--- config.mk ---
export PLATFORM = sky130hd
export DESIGN_NAME = gjsps_ctrl
export DESIGN_NICKNAME = d
export VERILOG_FILES = /design/src/design/gjsps_pkg.sv /design/src/design/gjsps_ctrl.sv
export VERILOG_INCLUDE_DIRS = /design/src /design/src/design
export SDC_FILE = /design/constraint.sdc
export NUM_CORES = 1
export LEC_CHECK = 0
export BUFFER_PORTS_ARGS = -buffer_cell sky130_fd_sc_hd__buf_4
export CORE_AREA = 2 2 68 70
export CTS_CLUSTER_SIZE = 20
export DETAILED_ROUTE_END_ITERATION = 10
export DIE_AREA = 0 0 70 72
export PLACE_DENSITY_LB_ADDON = 0.05
export SLEW_MARGIN = 30
export SYNTH_ARGS = -nofsm -noshare
export SYNTH_HDL_FRONTEND = slang
export SYNTH_SLANG_ARGS = --single-unit
--- constraint.sdc ---
create_clock -name clock -period 3.68 [get_ports clock]
set_input_delay 0.736 -clock clock [delete_from_list [all_inputs] [get_ports clock]]
set_output_delay 0.736 -clock clock [all_outputs]
set_load 0.02 [all_outputs]
--- src/design/gauss_jordan_scaled_pivot_solver_macros.svh ---
// Assertion macros shared by the solver modules.
// No dependencies; included by the files that carry concurrent checks.
`ifndef GAUSS_JORDAN_SCALED_PIVOT_SOLVER_MACROS_SVH
`define GAUSS_JORDAN_SCALED_PIVOT_SOLVER_MACROS_SVH
`ifndef SYNTHESIS
`define GJS_ASSERT(lbl, clk, rst, prop, msg) \
   lbl: assert property (@(posedge clk) disable iff (rst) prop) \
      else $error(msg);
`define GJS_ASSERT_NEVER(lbl, clk, rst, expr, msg) \
   lbl: assert property (@(posedge clk) disable iff (rst) !(expr)) \
      else $error(msg);
`else
`define GJS_ASSERT(lbl, clk, rst, prop, msg)
`define GJS_ASSERT_NEVER(lbl, clk, rst, expr, msg)
`endif
`endif

--- src/design/gjsps_pkg.sv ---
// Shared constants, datapath operation codes and status struct of the solver.
// No dependencies.
package gjsps_pkg;

   localparam int MAX_UNKNOWNS_DEF = 8;

   localparam int ROW_FIELD_W = 3;
   localparam int COL_FIELD_W = 4;
   localparam int VALUE_W     = 32;
   localparam int STATUS_W    = 2;
   localparam int COUNT_W     = 4;
   localparam int TOL_W       = 16;
   localparam int REQ_DATA_W  = 40;
   localparam int RSP_DATA_W  = 40;
   localparam int CSR_INDEX_W = 1;
   localparam int CSR_DATA_W  = 16;

   localparam int DIVIDEND_W = 64;
   localparam int DIVISOR_W  = 32;
   localparam int QUOT_W     = 34;

   localparam logic KIND_LOAD  = 1'b0;
   localparam logic KIND_SOLVE = 1'b1;

   localparam logic [CSR_INDEX_W-1:0] CSR_UNKNOWN_COUNT = 1'b0;
   localparam logic [CSR_INDEX_W-1:0] CSR_ZERO_TOL      = 1'b1;

   localparam logic [STATUS_W-1:0] ST_SOLVED     = 2'd0;
   localparam logic [STATUS_W-1:0] ST_NO_ANSWER  = 2'd1;
   localparam logic [STATUS_W-1:0] ST_SINGULAR   = 2'd2;
   localparam logic [STATUS_W-1:0] ST_NO_UNKNOWN = 2'd3;

   localparam logic [VALUE_W-1:0] ONE_Q16 = 32'h0001_0000;

   typedef enum logic [4:0] {
      OP_NONE,
      OP_LOAD,
      OP_SOLVE_INIT,
      OP_NEXT_ROW,
      OP_SCALE_INIT,
      OP_RD_IJ,
      OP_SCALE_ACC,
      OP_RD_IC,
      OP_RATIO_START,
      OP_RATIO_CMP,
      OP_PIVOT_TAKE,
      OP_RD_PC,
      OP_LATCH_PIV,
      OP_STEP_NEXT,
      OP_LATCH_F,
      OP_RD_PJ,
      OP_LATCH_PJ,
      OP_MUL,
      OP_ELIM_START,
      OP_ELIM_WRITE,
      OP_CLEAN_INIT,
      OP_CL_CHECK,
      OP_CL_ROW_END,
      OP_FIN_INIT,
      OP_EMIT_NOUNK,
      OP_RD_IN,
      OP_LATCH_RHS,
      OP_FIN_START,
      OP_FIN_WRITE_RHS,
      OP_FIN_WRITE_COEF,
      OP_EMIT_SING,
      OP_EMIT_NOANS
   } dp_op_type;

   typedef struct packed {
      logic i_end;
      logic j_end_coef;
      logic j_end_all;
      logic row_used_cur;
      logic row_is_pivot;
      logic last_step;
      logic found;
      logic scale_zero;
      logic multi_coef;
      logic row_hit_cur;
      logic div_busy;
      logic div_done;
      logic out_busy;
   } dp_status_type;

endpackage

--- src/design/gjsps_ctrl.sv ---
// Solver controller: sequences loads, pivot search, elimination, cleanup and results.
// Depends on gjsps_pkg and the assertion macro header.
`include "gauss_jordan_scaled_pivot_solver_macros.svh"
module gjsps_ctrl (
   input  logic                     clock,
   input  logic                     reset,
   input  logic                     req_valid,
   output logic                     req_ready,
   input  logic                     req_kind,
   input  gjsps_pkg::dp_status_type status,
   output gjsps_pkg::dp_op_type     op
);

   typedef enum logic [4:0] {
      S_IDLE,
      S_PS_ROW,
      S_PS_RD,
      S_PS_SCALE,
      S_PS_WAITC,
      S_PS_DIV,
      S_PS_DONE,
      S_EL_PV,
      S_EL_PVW,
      S_EL_ROW,
      S_EL_FW,
      S_EL_RD,
      S_EL_RD2,
      S_EL_MUL,
      S_EL_DIVS,
      S_EL_DIV,
      S_CL_RD,
      S_CL_CHK,
      S_FN_ROW,
      S_FN_RW,
      S_FN_CW,
      S_FN_DIV,
      S_FN_WC,
      S_SING,
      S_NOANS
   } state_type;

   state_type state_ff, state_in;

   assign req_ready = state_ff == S_IDLE;

   always_comb begin
      state_in = state_ff;
      op       = gjsps_pkg::OP_NONE;
      case (state_ff)
         S_IDLE: begin
            if (req_valid) begin
               if (req_kind == gjsps_pkg::KIND_SOLVE) begin
                  op = gjsps_pkg::OP_SOLVE_INIT;
                  state_in = S_PS_ROW;
               end else begin
                  op = gjsps_pkg::OP_LOAD;
               end
            end
         end
         S_PS_ROW: begin
            if (status.i_end) begin
               state_in = S_PS_DONE;
            end else if (status.row_used_cur) begin
               op = gjsps_pkg::OP_NEXT_ROW;
            end else begin
               op = gjsps_pkg::OP_SCALE_INIT;
               state_in = S_PS_RD;
            end
         end
         S_PS_RD: begin
            if (status.j_end_coef) begin
               op = gjsps_pkg::OP_RD_IC;
               state_in = S_PS_WAITC;
            end else begin
               op = gjsps_pkg::OP_RD_IJ;
               state_in = S_PS_SCALE;
            end
         end
         S_PS_SCALE: begin
            op = gjsps_pkg::OP_SCALE_ACC;
            state_in = S_PS_RD;
         end
         S_PS_WAITC: begin
            op = gjsps_pkg::OP_RATIO_START;
            state_in = S_PS_DIV;
         end
         S_PS_DIV: begin
            if (status.scale_zero || status.div_done) begin
               op = gjsps_pkg::OP_RATIO_CMP;
               state_in = S_PS_ROW;
            end
         end
         S_PS_DONE: begin
            if (status.found) begin
               op = gjsps_pkg::OP_PIVOT_TAKE;
               state_in = S_EL_PV;
            end else begin
               state_in = S_SING;
            end
         end
         S_EL_PV: begin
            op = gjsps_pkg::OP_RD_PC;
            state_in = S_EL_PVW;
         end
         S_EL_PVW: begin
            op = gjsps_pkg::OP_LATCH_PIV;
            state_in = S_EL_ROW;
         end
         S_EL_ROW: begin
            if (status.i_end) begin
               if (status.last_step) begin
                  op = gjsps_pkg::OP_CLEAN_INIT;
                  state_in = S_CL_RD;
               end else begin
                  op = gjsps_pkg::OP_STEP_NEXT;
                  state_in = S_PS_ROW;
               end
            end else if (status.row_is_pivot) begin
               op = gjsps_pkg::OP_NEXT_ROW;
            end else begin
               op = gjsps_pkg::OP_RD_IC;
               state_in = S_EL_FW;
            end
         end
         S_EL_FW: begin
            op = gjsps_pkg::OP_LATCH_F;
            state_in = S_EL_RD;
         end
         S_EL_RD: begin
            if (status.j_end_all) begin
               op = gjsps_pkg::OP_NEXT_ROW;
               state_in = S_EL_ROW;
            end else begin
               op = gjsps_pkg::OP_RD_PJ;
               state_in = S_EL_RD2;
            end
         end
         S_EL_RD2: begin
            op = gjsps_pkg::OP_LATCH_PJ;
            state_in = S_EL_MUL;
         end
         S_EL_MUL: begin
            op = gjsps_pkg::OP_MUL;
            state_in = S_EL_DIVS;
         end
         S_EL_DIVS: begin
            op = gjsps_pkg::OP_ELIM_START;
            state_in = S_EL_DIV;
         end
         S_EL_DIV: begin
            if (status.div_done) begin
               op = gjsps_pkg::OP_ELIM_WRITE;
               state_in = S_EL_RD;
            end
         end
         S_CL_RD: begin
            if (status.i_end) begin
               op = gjsps_pkg::OP_FIN_INIT;
               state_in = S_FN_ROW;
            end else if (status.j_end_coef) begin
               if (status.multi_coef) begin
                  state_in = S_NOANS;
               end else begin
                  op = gjsps_pkg::OP_CL_ROW_END;
               end
            end else begin
               op = gjsps_pkg::OP_RD_IJ;
               state_in = S_CL_CHK;
            end
         end
         S_CL_CHK: begin
            op = gjsps_pkg::OP_CL_CHECK;
            state_in = S_CL_RD;
         end
         S_FN_ROW: begin
            if (status.i_end) begin
               state_in = S_IDLE;
            end else if (!status.row_hit_cur) begin
               if (!status.out_busy) op = gjsps_pkg::OP_EMIT_NOUNK;
            end else begin
               op = gjsps_pkg::OP_RD_IN;
               state_in = S_FN_RW;
            end
         end
         S_FN_RW: begin
            op = gjsps_pkg::OP_LATCH_RHS;
            state_in = S_FN_CW;
         end
         S_FN_CW: begin
            op = gjsps_pkg::OP_FIN_START;
            state_in = S_FN_DIV;
         end
         S_FN_DIV: begin
            if (status.div_done && !status.out_busy) begin
               op = gjsps_pkg::OP_FIN_WRITE_RHS;
               state_in = S_FN_WC;
            end
         end
         S_FN_WC: begin
            op = gjsps_pkg::OP_FIN_WRITE_COEF;
            state_in = S_FN_ROW;
         end
         S_SING: begin
            if (!status.out_busy) begin
               op = gjsps_pkg::OP_EMIT_SING;
               state_in = S_IDLE;
            end
         end
         S_NOANS: begin
            if (!status.out_busy) begin
               op = gjsps_pkg::OP_EMIT_NOANS;
               state_in = S_IDLE;
            end
         end
         default: begin
            state_in = S_IDLE;
         end
      endcase
   end

   always_ff @(posedge clock) begin
      if (reset) begin
         state_ff <= S_IDLE;
      end else begin
         state_ff <= state_in;
      end
   end

   `GJS_ASSERT(a_emit_room, clock, reset, (op == gjsps_pkg::OP_EMIT_SING || op == gjsps_pkg::OP_EMIT_NOANS || op == gjsps_pkg::OP_EMIT_NOUNK || op == gjsps_pkg::OP_FIN_WRITE_RHS) |-> !status.out_busy, "result emitted over a pending item")
   `GJS_ASSERT(a_div_idle, clock, reset, (op == gjsps_pkg::OP_ELIM_START || op == gjsps_pkg::OP_FIN_START) |-> !status.div_busy, "divider started while busy")
   `GJS_ASSERT(a_pivot_found, clock, reset, (op == gjsps_pkg::OP_PIVOT_TAKE) |-> status.found, "pivot taken without a candidate")

endmodule
==> results.txt <==
num rows = 24
Die Area = 5040 um2
Final nets = 214
RSZ-0062 raised after global routing = no
FMAX = 0.341 GHz
XOR/XNOR share of the synthesized area = 0.694%
final worst path period share = 79.6%
Post-Synthesis Cells = 182
sequential fraction of the synthesis area = 7.93%
Synth Register Bits = 5
DPL Wire Length = 3190 um
routing usage on met1 = 22.6%
Post-Syn Area = 1260 um2
Yosys top cell area share = 7.93%
final setup fails = 0
crit end category = output port
critical path depth in cells = 7
top flop regs = state_ff x5
first-pass GRT wire length = 6930 um
grt ovf = 0
WL final = 4210 um
maximum fanout count along the critical path = 19
Vias = 1,453
Startpoint Class = flop
grt met2 use = 28.5%
Ant. Diodes = 0
fillers = 481
cell count after placement = 244
number of I/O pins = 23
worst hold path class = flop to flop
worst path cell trace = buf_4 -> nor3b_4 -> nand2_1 -> nor3b_1 -> nor3_1 -> o311ai_0 -> buf_4
H-tree levels = 1
worst slew pin tran = 607 ps
Vias/cell = 5.86
later-pin clock latency in the skew report = 220 ps
slowest CP cell = dfxtp_1
area leader, netlist = dfxtp_1
post-route ant nets = 0
Syn-to-layout area delta = 15.7%
DIE HEIGHT = 72 um
critical path class = flop to output port
largest reg by FF count = state_ff
Post-synth ARST share = 0%
clock sink count = 5
CTS tree = done
Core Util, Final = 34.2%
worst slack at placement = 827 ps
Req. time, crit path = 2940 ps
Yosys cell types = 57
Post-Synth Simple-Gate Area = 41.2%
fin cells = 248
largest net degree at the start of global routing = 27
routing usage on met3 = 2.92%
Num CTS Buffers = 3
antenna violations before repair = 0
kind of cell adding the most delay to the critical path = simple AND/OR/NAND/NOR gates
Most Crowded Layer GR = met2
share of layout cells above drive strength 1 = 21.9%
die width = 70 um
synthesized net count = 199
Final Hold Fails = 0
most common flop cell mapped by yosys = dfxtp_1
drt pass-1 iters = 4
DRC viols = 0
crit path buf inv count = 2
largest family of logic cells by synthesized area = simple AND/OR/NAND/NOR gates
Final min period = 2930 ps
syn avg cell area = 6.94 um2
setup ws final = 751 ps
Hold Crit Depth = 2
vias in the first global route = 1,372
max reg flops = 5
VDD IR max = 0.000235 V
clock skew = 2.06 ps
Adder-Cell Fraction of Synth Area = 0%
status = complete, no violations
quantity of I/O buffers inserted on ports = 21
PwrDens = 563 nW/um2
top post-synthesis cells by area = dfxtp_1, nand2b_1, a21oi_1
Initial Utilization = 29.6%
post-CTS setup buffer count = 0
mux cell area share after synthesis = 3.96%
Max Cap Viol = 0
clk buf depth = 2
cell depth of the worst flop-to-flop path = 6
Arr. time, crit path = 2190 ps
P_leak = 0.528 nW
Worst slew margin = 59.5%
core box area = 4260 um2
Total GRT Usage = 16.7%
post-CTS sizing = 0
CP peak stage delay = 490 ps
Slew Limit Fails = 0
root buf cell = clkbuf_8
Reg clk slew, reported paths = 30 ps
drt wl/cell = 17.0 um
cell mode on critical path = buf_4
synth warn = 0
gpl congestion = 0.883
Post-synth EDFFs = 0
Compound-Gate Fraction of Synth Area = 34.7%
Hold Buf Count CTS = 0
1st-iter DRT viols = 212
setup TNS = 0 ps
## power breakdown
part / total [mW] / switching (mW) / internal, mW
combinational: 0.613 / 0.347 / 0.266
clock: 0.100 / 0.0259 / 0.0743
sequential: 0.109 / 0.0401 / 0.0684
total: 0.821 / 0.413 / 0.409
## metrics by stage
stage	total power, mW	hold slack, ps	instance area, um2
final	0.821	758	1460
after global routing	0.887	815	1460
after CTS	0.827	766	1460
after detailed placement	0.723	761	1420
after global placement	0.721	744	1420
after floorplan	0.581	830	1260
## metal layers
metal / part of all wire [%] / vias up
li1: - / 709
met1: 45 / 694
met2: 49 / 48
met3: 5.0 / 2
met4: 0.64 / 0
met5: 0 / -
## cells in the mapped netlist (2+ instances only)
library cell / instances
nor4b_1: 2
a221o_1: 2
a22oi_1: 3
clkbuf_1: 3
mux2i_1: 5
inv_1: 4
buf_6: 3
nand3_2: 2
nor4_1: 3
dfxtp_1: 5
nand2b_1: 14
buf_4: 8
a211oi_1: 3
a31oi_1: 4
nand3_1: 9
nor2b_1: 8
nor3_1: 7
or3_1: 2
a21oi_1: 16
o21ai_0: 8
nand2_1: 17
buf_2: 5
o22ai_1: 5
nor2_1: 10
and4b_1: 2
## cell usage in the layout (no fill, tap or decap), types with 5 or more instances in the layout
master,Yosys,final
o21ai_0,8,8
nand3_1,9,9
nor3_1,7,7
nand2_1,17,17
nor2_1,10,10
mux2i_1,5,5
dfxtp_1,5,5
buf_4,8,29
nand2b_1,14,14
a21oi_1,16,16
nor2b_1,8,8
o22ai_1,5,5
## tightest hold or removal path, stage by stage, from the launching register on
cell and delay, ps:
dfxtp_1 490, nand2b_1 160, mux2i_1 60
## kinds of logic (layout without fill, tap and decap cells)
kind of cell,after synthesis,in the layout
AO/OA/AOI/OAI,61,61
XOR/XNOR,1,1
buffers and inverters,23,37
flip-flops,5,5
multiplexers,5,5
AND/OR/NAND/NOR,87,87
## final timing paths
path	startpoint	to	slack, ps
setup / recovery	state_ff[4]	op[3]	750
hold / removal	state_ff[4]	state_ff[4]	760
setup reg to reg	state_ff[4]	state_ff[0]	1540
hold reg to reg	state_ff[4]	state_ff[4]	760
## area by class of cell
class                      instances  area, um2  area share, %
multi-input combinational        154       1020           69.7
timing repair buffer              29        218           14.9
sequential                         5        100           6.86
tap                               52       65.1           4.46
clock buffer                       4       45.0           3.08
inverter                           4       15.0           1.03
No activity file was read; power rests on OpenSTA's default activity.
